### config.mk
export PLATFORM = sky130hd
export DESIGN_NAME = positional_pid_clamped_flat
export DESIGN_NICKNAME = d
export VERILOG_FILES = /design/src/hw/rtl/ppc_pkg.sv /design/src/hw/rtl/ppc_sample_if.sv /design/src/hw/rtl/ppc_result_if.sv /design/src/hw/rtl/ppc_regs.sv /design/src/hw/rtl/ppc_core.sv /design/src/hw/rtl/positional_pid_clamped.sv /design/src/flat_wrapper.sv
export VERILOG_INCLUDE_DIRS = /design/src /design/src/hw/rtl
export SDC_FILE = /design/constraint.sdc
export NUM_CORES = 2
export LEC_CHECK = 0
export BUFFER_PORTS_ARGS = -buffer_cell sky130_fd_sc_hd__buf_2
export CORE_ASPECT_RATIO = 1.4
export CORE_MARGIN = 3
export CORE_UTILIZATION = 40
export CTS_CLUSTER_SIZE = 40
export DETAILED_ROUTE_END_ITERATION = 16
export PLACE_DENSITY_LB_ADDON = 0.1
export SYNTH_ARGS = -nofsm -noshare
export SYNTH_HDL_FRONTEND = slang
export SYNTH_SLANG_ARGS = --single-unit
### constraint.sdc
create_clock -name clk -period 15 [get_ports clk]
set_input_delay 1.5 -clock clk [delete_from_list [all_inputs] [get_ports clk]]
set_output_delay 1.5 -clock clk [all_outputs]
set_load 0.02 [all_outputs]
### src/hw/rtl/positional_pid_clamped_macros.svh
// Assertion macros shared by the positional PID block.
`ifndef POSITIONAL_PID_CLAMPED_MACROS_SVH
`define POSITIONAL_PID_CLAMPED_MACROS_SVH

`ifndef ASSERT_OFF
// Checked on every rising edge, switched off while reset is asserted
`define PPC_ASSERT(lbl, prop, msg) \
    lbl: assert property (@(posedge clk) disable iff (!rst_n) (prop)) else $error(msg);
// Checked on every rising edge, reset included
`define PPC_ASSERT_ALWAYS(lbl, prop, msg) \
    lbl: assert property (@(posedge clk) (prop)) else $error(msg);
`else
`define PPC_ASSERT(lbl, prop, msg)
`define PPC_ASSERT_ALWAYS(lbl, prop, msg)
`endif

`endif

### src/hw/rtl/ppc_pkg.sv
// Shared widths, register map and types for the positional PID block.
package ppc_pkg;

    // Field widths
    localparam int DATA_W     = 16;
    localparam int ERR_W      = DATA_W + 1;
    localparam int DIFF_W     = ERR_W + 1;
    localparam int SUM_W      = 32;
    localparam int GAIN_S_W   = DATA_W + 1;
    localparam int FRAC_BITS  = 4;

    // Product and accumulator widths (exact, no rounding)
    localparam int PROD_P_W   = GAIN_S_W + ERR_W;
    localparam int PROD_I_W   = GAIN_S_W + SUM_W;
    localparam int PROD_D_W   = GAIN_S_W + DIFF_W;
    localparam int ACC_W      = PROD_I_W + 2;

    // APB port
    localparam int APB_DATA_W = 32;
    localparam int APB_ADDR_W = 4;
    localparam int REG_IDX_W  = 2;

    // Register reset values
    localparam logic [DATA_W-1:0] GAIN_P_RST  = 16'd240;
    localparam logic [DATA_W-1:0] GAIN_I_RST  = 16'd96;
    localparam logic [DATA_W-1:0] GAIN_D_RST  = 16'd320;
    localparam logic [DATA_W-1:0] OUT_MAX_RST = 16'd1000;

    typedef enum logic [REG_IDX_W-1:0] {
        REG_GAIN_P  = 2'd0,
        REG_GAIN_I  = 2'd1,
        REG_GAIN_D  = 2'd2,
        REG_OUT_MAX = 2'd3
    } ppc_reg_idx_t;

    typedef struct packed {
        logic [DATA_W-1:0] gain_p;
        logic [DATA_W-1:0] gain_i;
        logic [DATA_W-1:0] gain_d;
        logic [DATA_W-1:0] output_max;
    } ppc_cfg_t;

    typedef struct packed {
        logic [DATA_W-1:0] drive;
        logic              clamp;
    } ppc_res_t;

endpackage

### src/hw/rtl/ppc_sample_if.sv
// Input channel: setpoint and measurement word with valid/ready.
interface ppc_sample_if;
    import ppc_pkg::*;

    logic              valid;
    logic              ready;
    logic [DATA_W-1:0] setpoint;
    logic [DATA_W-1:0] measurement;

    modport source (output valid, output setpoint, output measurement, input ready);
    modport sink   (input valid, input setpoint, input measurement, output ready);
endinterface

### src/hw/rtl/ppc_result_if.sv
// Output channel: drive word with valid/ready.
interface ppc_result_if;
    import ppc_pkg::*;

    logic              valid;
    logic              ready;
    logic [DATA_W-1:0] drive;

    modport source (output valid, output drive, input ready);
    modport sink   (input valid, input drive, output ready);
endinterface

### src/hw/rtl/ppc_regs.sv
// APB configuration registers: gains and drive limit.
module ppc_regs (
    input  logic                               clk,
    input  logic                               rst_n,
    input  logic                               psel,
    input  logic                               penable,
    input  logic                               pwrite,
    input  logic [ppc_pkg::APB_ADDR_W-1:0]     paddr,
    input  logic [ppc_pkg::APB_DATA_W-1:0]     pwdata,
    output logic [ppc_pkg::APB_DATA_W-1:0]     prdata,
    output ppc_pkg::ppc_cfg_t                  cfg
);
    import ppc_pkg::*;

    ppc_cfg_t     cfg_reg;
    ppc_cfg_t     cfg_next;
    ppc_reg_idx_t idx;
    logic         wr_en;

    assign idx   = ppc_reg_idx_t'(paddr[REG_IDX_W+1:2]);
    assign wr_en = psel && penable && pwrite;

    // Write decode
    always_comb
    begin
        cfg_next = cfg_reg;
        if (wr_en)
        begin
            unique case (idx)
                REG_GAIN_P:  cfg_next.gain_p     = pwdata[DATA_W-1:0];
                REG_GAIN_I:  cfg_next.gain_i     = pwdata[DATA_W-1:0];
                REG_GAIN_D:  cfg_next.gain_d     = pwdata[DATA_W-1:0];
                REG_OUT_MAX: cfg_next.output_max = pwdata[DATA_W-1:0];
            endcase
        end
    end

    always_ff @(posedge clk or negedge rst_n)
    begin
        if (!rst_n)
        begin
            cfg_reg.gain_p     <= GAIN_P_RST;
            cfg_reg.gain_i     <= GAIN_I_RST;
            cfg_reg.gain_d     <= GAIN_D_RST;
            cfg_reg.output_max <= OUT_MAX_RST;
        end
        else
        begin
            cfg_reg <= cfg_next;
        end
    end

    // Read mux
    always_comb
    begin
        unique case (idx)
            REG_GAIN_P:  prdata = APB_DATA_W'(cfg_reg.gain_p);
            REG_GAIN_I:  prdata = APB_DATA_W'(cfg_reg.gain_i);
            REG_GAIN_D:  prdata = APB_DATA_W'(cfg_reg.gain_d);
            REG_OUT_MAX: prdata = APB_DATA_W'(cfg_reg.output_max);
        endcase
    end

    assign cfg = cfg_reg;

endmodule

### src/hw/rtl/ppc_core.sv
// PID datapath: error, saturating integral, three products, clamp; holds the loop state.
module ppc_core (
    input  logic                          clk,
    input  logic                          rst_n,
    input  ppc_pkg::ppc_cfg_t             cfg,
    input  logic                          fire,
    input  logic [ppc_pkg::DATA_W-1:0]    setpoint,
    input  logic [ppc_pkg::DATA_W-1:0]    measurement,
    output ppc_pkg::ppc_res_t             res
);
    import ppc_pkg::*;

    logic signed [SUM_W-1:0]    error_sum_reg;
    logic signed [SUM_W-1:0]    error_sum_next;
    logic signed [ERR_W-1:0]    prev_err_reg;

    logic signed [ERR_W-1:0]    err;
    logic signed [DIFF_W-1:0]   diff;
    logic signed [SUM_W:0]      sum_wide;
    logic signed [SUM_W-1:0]    sum_sat;
    logic signed [GAIN_S_W-1:0] gp_s;
    logic signed [GAIN_S_W-1:0] gi_s;
    logic signed [GAIN_S_W-1:0] gd_s;
    logic signed [PROD_P_W-1:0] prod_p;
    logic signed [PROD_I_W-1:0] prod_i;
    logic signed [PROD_D_W-1:0] prod_d;
    logic signed [ACC_W-1:0]    acc;
    logic signed [ACC_W-1:0]    limit;
    logic                       low_clamp;
    logic                       high_clamp;

    // Error and derivative term
    assign err  = $signed({1'b0, setpoint}) - $signed({1'b0, measurement});
    assign diff = DIFF_W'(err) - DIFF_W'(prev_err_reg);

    // Integral with saturation at the 32-bit signed range
    assign sum_wide = (SUM_W+1)'(error_sum_reg) + (SUM_W+1)'(err);
    always_comb
    begin
        if (sum_wide[SUM_W] != sum_wide[SUM_W-1])
            sum_sat = {sum_wide[SUM_W], {(SUM_W-1){~sum_wide[SUM_W]}}};
        else
            sum_sat = sum_wide[SUM_W-1:0];
    end

    // Three independent products, gains taken as non-negative
    assign gp_s   = $signed({1'b0, cfg.gain_p});
    assign gi_s   = $signed({1'b0, cfg.gain_i});
    assign gd_s   = $signed({1'b0, cfg.gain_d});
    assign prod_p = gp_s * err;
    assign prod_i = gi_s * sum_sat;
    assign prod_d = gd_s * diff;

    // Q.4 accumulator, exact; the drive word is its integer part
    assign acc   = ACC_W'(prod_p) + ACC_W'(prod_i) + ACC_W'(prod_d);
    assign limit = $signed(ACC_W'({cfg.output_max, {FRAC_BITS{1'b0}}}));

    assign low_clamp  = acc[ACC_W-1] || (acc == '0);
    assign high_clamp = !low_clamp && (acc >= limit);

    // Clamp and integral reset
    always_comb
    begin
        res.clamp = low_clamp || high_clamp;
        priority if (low_clamp)
            res.drive = '0;
        else if (high_clamp)
            res.drive = cfg.output_max;
        else
            res.drive = acc[FRAC_BITS +: DATA_W];
        error_sum_next = res.clamp ? '0 : sum_sat;
    end

    // Loop state, advanced once per word
    always_ff @(posedge clk or negedge rst_n)
    begin
        if (!rst_n)
        begin
            error_sum_reg <= '0;
            prev_err_reg  <= '0;
        end
        else if (fire)
        begin
            error_sum_reg <= error_sum_next;
            prev_err_reg  <= err;
        end
    end

endmodule

### src/hw/rtl/positional_pid_clamped.sv
// Positional PID drive with clamp and integral reset, top level.
// A word passes from the input register through the core into the output register on the result port.
// Throughput: one word per cycle unless the output stalls; integral and last error feed back in that cycle.
// The input register can still take a new word while a finished drive waits on the output register.
// Reset (rst_n, asynchronous, active low) clears integral, last error and valid flags,
// and loads the gain and limit registers with their defaults.
`include "positional_pid_clamped_macros.svh"

module positional_pid_clamped (
    input  logic                               clk,
    input  logic                               rst_n,
    ppc_sample_if.sink                         sample,
    ppc_result_if.source                       result,
    input  logic                               psel,
    input  logic                               penable,
    input  logic                               pwrite,
    input  logic [ppc_pkg::APB_ADDR_W-1:0]     paddr,
    input  logic [ppc_pkg::APB_DATA_W-1:0]     pwdata,
    output logic [ppc_pkg::APB_DATA_W-1:0]     prdata,
    output logic                               pready
);
    import ppc_pkg::*;

    ppc_cfg_t          cfg;
    ppc_res_t          res;

    logic              in_valid_reg;
    logic [DATA_W-1:0] setpoint_reg;
    logic [DATA_W-1:0] measurement_reg;
    logic              out_valid_reg;
    logic [DATA_W-1:0] drive_reg;
    logic              in_take;
    logic              core_fire;

    assign pready = 1'b1;

    ppc_regs u_regs (
        .clk     (clk),
        .rst_n   (rst_n),
        .psel    (psel),
        .penable (penable),
        .pwrite  (pwrite),
        .paddr   (paddr),
        .pwdata  (pwdata),
        .prdata  (prdata),
        .cfg     (cfg)
    );

    ppc_core u_core (
        .clk         (clk),
        .rst_n       (rst_n),
        .cfg         (cfg),
        .fire        (core_fire),
        .setpoint    (setpoint_reg),
        .measurement (measurement_reg),
        .res         (res)
    );

    // Handshake: the input stage moves on when the output register is free or being drained
    assign core_fire    = in_valid_reg && (!out_valid_reg || result.ready);
    assign sample.ready = !in_valid_reg || core_fire;
    assign in_take      = sample.valid && sample.ready;

    // Input register
    always_ff @(posedge clk or negedge rst_n)
    begin
        if (!rst_n)
            in_valid_reg <= 1'b0;
        else if (sample.ready)
            in_valid_reg <= sample.valid;
    end

    always_ff @(posedge clk)
    begin
        if (in_take)
        begin
            setpoint_reg    <= sample.setpoint;
            measurement_reg <= sample.measurement;
        end
    end

    // Output register
    always_ff @(posedge clk or negedge rst_n)
    begin
        if (!rst_n)
            out_valid_reg <= 1'b0;
        else if (core_fire)
            out_valid_reg <= 1'b1;
        else if (result.ready)
            out_valid_reg <= 1'b0;
    end

    always_ff @(posedge clk)
    begin
        if (core_fire)
            drive_reg <= res.drive;
    end

    assign result.valid = out_valid_reg;
    assign result.drive = drive_reg;

    // Checks
    `PPC_ASSERT(a_fire_fills_out, core_fire |=> out_valid_reg, "drive word lost after fire")
    `PPC_ASSERT(a_clamp_value, core_fire && res.clamp |=> (drive_reg == '0 || drive_reg == $past(cfg.output_max)), "clamped drive neither zero nor limit")
    `PPC_ASSERT(a_stall_cause, !sample.ready |-> in_valid_reg && out_valid_reg && !result.ready, "input stalled without a full pipe")
    `PPC_ASSERT_ALWAYS(a_reset_empty, !rst_n |-> !out_valid_reg && !in_valid_reg, "valid flags set in reset")

endmodule
### src/flat_wrapper.sv
// flat-port wrapper written by rule: the top's interface ports become plain ports
module positional_pid_clamped_flat import ppc_pkg::*;
  (clk, rst_n, psel, penable, pwrite, paddr, pwdata, prdata, pready, sample_valid, sample_setpoint, sample_measurement, sample_ready, result_valid, result_drive, result_ready);
  ppc_sample_if sample_i ();
  ppc_result_if result_i ();
  input  logic clk;
  input  logic rst_n;
  input  logic psel;
  input  logic penable;
  input  logic pwrite;
  input  logic [ppc_pkg::APB_ADDR_W-1:0] paddr;
  input  logic [ppc_pkg::APB_DATA_W-1:0] pwdata;
  output logic [ppc_pkg::APB_DATA_W-1:0] prdata;
  output logic pready;
  input wire logic [$bits(sample_i.valid)-1:0] sample_valid;
  input wire logic [$bits(sample_i.setpoint)-1:0] sample_setpoint;
  input wire logic [$bits(sample_i.measurement)-1:0] sample_measurement;
  output wire logic [$bits(sample_i.ready)-1:0] sample_ready;
  output wire logic [$bits(result_i.valid)-1:0] result_valid;
  output wire logic [$bits(result_i.drive)-1:0] result_drive;
  input wire logic [$bits(result_i.ready)-1:0] result_ready;
  assign sample_i.valid = sample_valid;
  assign sample_i.setpoint = sample_setpoint;
  assign sample_i.measurement = sample_measurement;
  assign sample_ready = sample_i.ready;
  assign result_valid = result_i.valid;
  assign result_drive = result_i.drive;
  assign result_i.ready = result_ready;
  positional_pid_clamped u_core (.clk(clk), .rst_n(rst_n), .sample(sample_i), .result(result_i), .psel(psel), .penable(penable), .pwrite(pwrite), .paddr(paddr), .pwdata(pwdata), .prdata(prdata), .pready(pready));
endmodule
# Word level (Yosys, flattened, before mapping)
# Index checks and enable logic that the tools add are counted.
# totals
input_bits	75
out_inout_bits	51
reg_bits	163
elab_cells	50
# op_classes
reduce_logical	19
n_addsub	5
n_bitwise	1
mul	3
order_cmp	1
eq_ne	4
n_mux	6
# ops
op	count
32-bit case mux with 4 select lines	1
32-bit 2-to-1 mux	2
50-bit by 35-bit adder with 51-bit output	1
51-bit by 21-bit >= comparator with 1-bit output	1
51-bit logical NOT	1
34-bit by 49-bit adder with 50-bit output	1
17-bit by 32-bit multiplier with 49-bit output	1
17-bit by 18-bit multiplier with 35-bit output	1
17-bit by 17-bit multiplier with 34-bit output	1
32-bit by 17-bit adder with 33-bit output	1
17-bit by 17-bit subtractor with 18-bit output	1
16-bit by 16-bit subtractor with 17-bit output	1
16-bit 2-to-1 mux	1
2-bit AND reduction	4
1-bit logical AND	5
2-bit == test, second input constant	2
1-bit logical OR	4
1-bit logical NOT	3
2-bit by 1-bit == test with 1-bit output, second input constant	1
2-bit logical NOT	1
1-bit 2-to-1 mux	2
2-bit nonzero test	1
1-bit inequality test	1
1-bit inverter	1

# Longest topological paths before layout
# logic_depth
word_depth	13
depth_mapped	66
mapped_depth_nobuf	61

# By module
# Synthesis repeated with hierarchy kept, for this count alone.
# hier_totals
cells_unflattened	5272
area_unflattened_um2	51269.2
# by_module_without_submodules
module	area_each_um2	seq_area_each_um2	n_inst	cells_each
ppc_core	46701.0	1226.2	1	5036
ppc_regs	3011.6	1619.1	1	178
positional_pid_clamped	1556.5	1491.4	1	58

# Worst setup path before layout
# No wires, ideal clock.
# synth_timing
path_kind	register to register
startpoint	register u_core.setpoint_reg[0]
endpoint	register u_core.drive_reg[9], in the netlist u_core.result.drive[9], data pin
required_time_ns	14.744
period_less_slack_ns	14.075
path_stages_with_launch	58
path_buffers	6
setup_slack_ns	0.925
setup_time_ns	0.256
arrival_ns	13.819
path_cell_list	edfxtp_1 -> inv_1 -> ha_1 -> fa_1 -> nor2b_1 -> o21ai_0 -> a21boi_0 -> o21ai_0 -> a21boi_0 -> o2111ai_1 -> nand3_1 -> a41oi_1 -> o21bai_1 -> a21oi_1 -> clkbuf_1 -> ha_1 -> a21o_1 -> a21oi_1 -> [... 22 more ...] -> fa_1 -> inv_1 -> fa_1 -> inv_1 -> ha_1 -> buf_2 -> a21oi_1 -> o21bai_1 -> a41oi_1 -> o2111ai_1 -> and3_2 -> or3_2 -> a221oi_1 -> nand4_1 -> nor4_4 -> a21boi_2 -> buf_6 -> a22o_1
# synth_between
elab_chain_len	12
elab_cells_between_ends	17
cone_classes	add/sub (5); mul (3); order compare (1); eq/ne (1); mux (2); bitwise (1); reduce/logical (4)
# synth_lines
element	line	rtl
start, declared	positional_pid_clamped.sv:28	logic [DATA_W-1:0] setpoint_reg;
start signal, assigned	positional_pid_clamped.sv:77	setpoint_reg <= sample.setpoint;
16-bit by 16-bit subtractor with 17-bit output (*)	ppc_core.sv:33	assign err = $signed({1'b0, setpoint}) - $signed({1'b0, measurement});
via u_core.u_core.err[16]	ppc_core.sv:17	logic signed [ERR_W-1:0] err;
32-bit by 17-bit adder with 33-bit output	ppc_core.sv:37	assign sum_wide = (SUM_W+1)'(error_sum_reg) + (SUM_W+1)'(err);
1-bit inequality test / 1-bit inverter (equally long branches)	ppc_core.sv:40, ppc_core.sv:41	
32-bit 2-to-1 mux	ppc_core.sv:40	if (sum_wide[SUM_W] != sum_wide[SUM_W-1])
17-bit by 32-bit multiplier with 49-bit output	ppc_core.sv:51	assign prod_i = gi_s * sum_sat;
34-bit by 49-bit adder with 50-bit output	ppc_core.sv:55	assign acc = ACC_W'(prod_p) + ACC_W'(prod_i) + ACC_W'(prod_d);
50-bit by 35-bit adder with 51-bit output (*)	ppc_core.sv:55	
parallel branches: the longest is 5 deep, another holds 51-bit by 21-bit >= comparator with 1-bit output	-	
end signal, assigned	positional_pid_clamped.sv:96	drive_reg <= res.drive;
end, declared	positional_pid_clamped.sv:31	logic [DATA_W-1:0] drive_reg;
# Mark *: on every way through the listed nets, which the timed path passes.
# A chain may end at the register's enable or synchronous reset.

# Worst setup path in the final report
# layout_timing
startpoint	register u_core.measurement_reg[0]
endpoint	register u_core.u_core.error_sum_reg[16]
# layout_between
elab_chain_len	13
elab_cells_between_ends	18
cone_classes	add/sub (5); mul (3); order compare (1); eq/ne (1); mux (2); bitwise (1); reduce/logical (5)
# layout_lines
element	line	rtl
start, declared	positional_pid_clamped.sv:29	logic [DATA_W-1:0] measurement_reg;
start signal, assigned	positional_pid_clamped.sv:78	measurement_reg <= sample.measurement;
16-bit by 16-bit subtractor with 17-bit output (*)	ppc_core.sv:33	
parallel branches: the longest is 11 deep, another holds 50-bit by 35-bit adder with 51-bit output	-	
32-bit 2-to-1 mux (*)	ppc_core.sv:71	error_sum_next = res.clamp ? '0 : sum_sat;
end signal, assigned	ppc_core.sv:84	error_sum_reg <= error_sum_next;
end, declared	ppc_core.sv:13	logic signed [SUM_W-1:0] error_sum_reg;
# Every way passes the cells marked *.

==> run metrics <==
status=finished clean; fraction of layout cells with a size suffix above 1=12.0%; Rows=156; Rel. slew slack=24.0%; vias in the first global route=42.6k; top cell family by delay on the critical path=adder cells; Crit path top cell by count=fa_1; Slew Limit Fails=0; die width=313 um; I/O pin cnt=126; Mapped Cells=5540; initial antenna violation count=6; count of cell types in the netlist=99; via count=38.5k; IO buf count=90; final worst setup slack=0.692 ns; Most used DFF post-synth=dfrtp_1; Final Skew=0.0144 ns; CP endpoint kind=flop; final worst path period need=14.31 ns; CP startpoint kind=flop; antenna cells=0; Async SR Flop Fraction=70.6%; Yosys warning count=0; DP HPWL=142 mm; largest net degree at the start of global routing=52; number of flops mapped to enable cells by yosys=48; Most Crowded Layer GR=met2; crit path kind=flop to flop; Synth area leaders=fa_1, ha_1, inv_1; final WL=168 mm; register clock-pin slew on the reported worst setup and hold paths=0.08 ns; Final #Nets=7431; sequential share of the synthesized area=8.24%; CTS tree=done; post-DR wirelength/cell=22.4 um; worst skew pair latency=0.49 ns; Bufs and invs on worst path=11; Congestion Overflow GR=0; DRC=0; Worst EP arrival=14.73 ns; Post-DRT Antenna Nets=0; Final Cycle Share=95.4%; initial core utilization=40.5%; Max Cap Violations=0; first-pass GRT wire length=261 mm; routed vias/inst=5.13; root buffer cell=clkbuf_16; # setup viols final=0; post-synth top area cell=fa_1; Core ar.=130000 um2; CP required=15.42 ns; total CTS buffers=17; Initial DRC Count=2247; fmax=69.9 MHz; Avg Cell Area, Syn=9.50 um2; cell with the most instances after synthesis=inv_1; Hold Fails Final Rpt=0; area growth from synthesis to layout=10.1%; Sink Count=163; synthesized flop and latch total=163; DRT Pass-1 Iters=6; Die Area=136000 um2; reg2reg setup slack=0.69 ns; Hold Crit Class=flop to flop; Setup TNS=0 ns; Worst path max stage delay=0.62 ns; Setup WS pre-CTS=-0.158 ns; H-tree levels=4; Synth top cells by count=inv_1, fa_1, nand2_1; Slew @ Worst Pin=1.14 ns; M2 GR Usage=48.3%; Util after Layout=44.6%; met3 usage=1.22%; gp weighted congestion=0.888; die height=435 um; crit-path max FO=12; post-synthesis cell area=52600 um2; CP max stage cell=fa_1; max FFs per register=64; GR Util met1=29.5%; post-synth top area share=45.6%; Longest Clk Path Bufs=2; GR Util All Layers=25.5%
logic make-up after synthesis:
logic type | count (synthesis) | synth area share, %
AO/OA/AOI/OAI | 508 | 6.53
flip-flops | 163 | 8.24
adder cells (fa/ha/maj) | 1609 | 55.3
buffers and inverters | 1550 | 11.5
AND/OR/NAND/NOR | 1537 | 14.9
multiplexers | 87 | 2.19
other | 2 | 0.0143
XOR/XNOR | 84 | 1.40
worst paths after layout:
path,startpoint,to,cells after the start
min in group asynchronous,rst_n,u_core.result.valid,1
max in group asynchronous,rst_n,u_core.u_core.error_sum_reg[20],3
max reg2reg,u_core.measurement_reg[0],u_core.u_core.error_sum_reg[16],56
max,u_core.measurement_reg[0],u_core.u_core.error_sum_reg[16],56
min,u_core.u_core.prev_err_reg[1],u_core.u_core.prev_err_reg[1],2
min reg2reg,u_core.u_core.prev_err_reg[1],u_core.u_core.prev_err_reg[1],2
layout by cell type, fill, tap and decap left out, types with 15 or more instances in the layout:
cell	netlist	final
nor3_1	42	40
o21ai_1	12	17
nand2b_1	49	48
o21a_1	41	40
conb_1	2	17
a21oi_1	105	98
edfxtp_1	48	48
nor3b_1	15	15
nor2_1	89	86
dfrtp_1	101	98
nand4_1	26	26
mux2_2	67	67
nand3_1	46	46
buf_2	34	89
fa_1	1198	1196
nand4b_1	18	18
clkbuf_16	0	17
ha_1	404	401
a211oi_1	18	17
nor4b_1	15	15
o221ai_1	17	17
xnor2_1	61	50
nor2b_1	60	60
buf_12	1	18
o21ai_0	111	102
mux4_2	16	16
buf_4	22	348
and2_1	462	461
a21o_1	59	54
xor2_1	23	19
inv_1	1271	1270
nand2_1	650	650
tightest hold or removal path, cell delays in order, from the launching register on:
cell,delay (ns)
dfrtp_1,0.36
nand2_1,0.05
o21ai_0,0.06
repair_timing:
item                                    in CTS  in global routing
resized for setup                            5                 55
setup buffers                                2                  2
hold buffers                                 0                  0
endpoints found under the setup margin      45                 48
endpoints found under the hold margin        0                  0
cloned                                       1                  0
pin swaps                                    3                  9
per-stage QoR:
step	cell area (um2)	instances	hold slack (ns)
detailed placement	57100	7468	0.475
floorplan	52700	5555	0.450
global placement	57100	7468	0.466
CTS	57700	7503	0.494
global route	58000	7505	0.519
finish	58000	7505	0.492
area by class of cell:
class                           count  area [um2]
Fill cell                       13100       72000
Multi-Input combinational cell   3843       42700
Inverter                         1272        4770
Sequential cell                   163        4340
Timing Repair Buffer              457        3440
Tap cell                         1738        2170
Clock buffer                       18         429
Clock inverter                     14         125
layer usage:
metal	share of wire, %	vias up
li1	-	17200
met1	37	20300
met3	2.3	260
met5	0	-
met4	5.2	0
met2	55	738
Power is left out: the tool's default activity adds up to more than one toggle a clock period on the data nets, which glitch-free logic cannot reach.
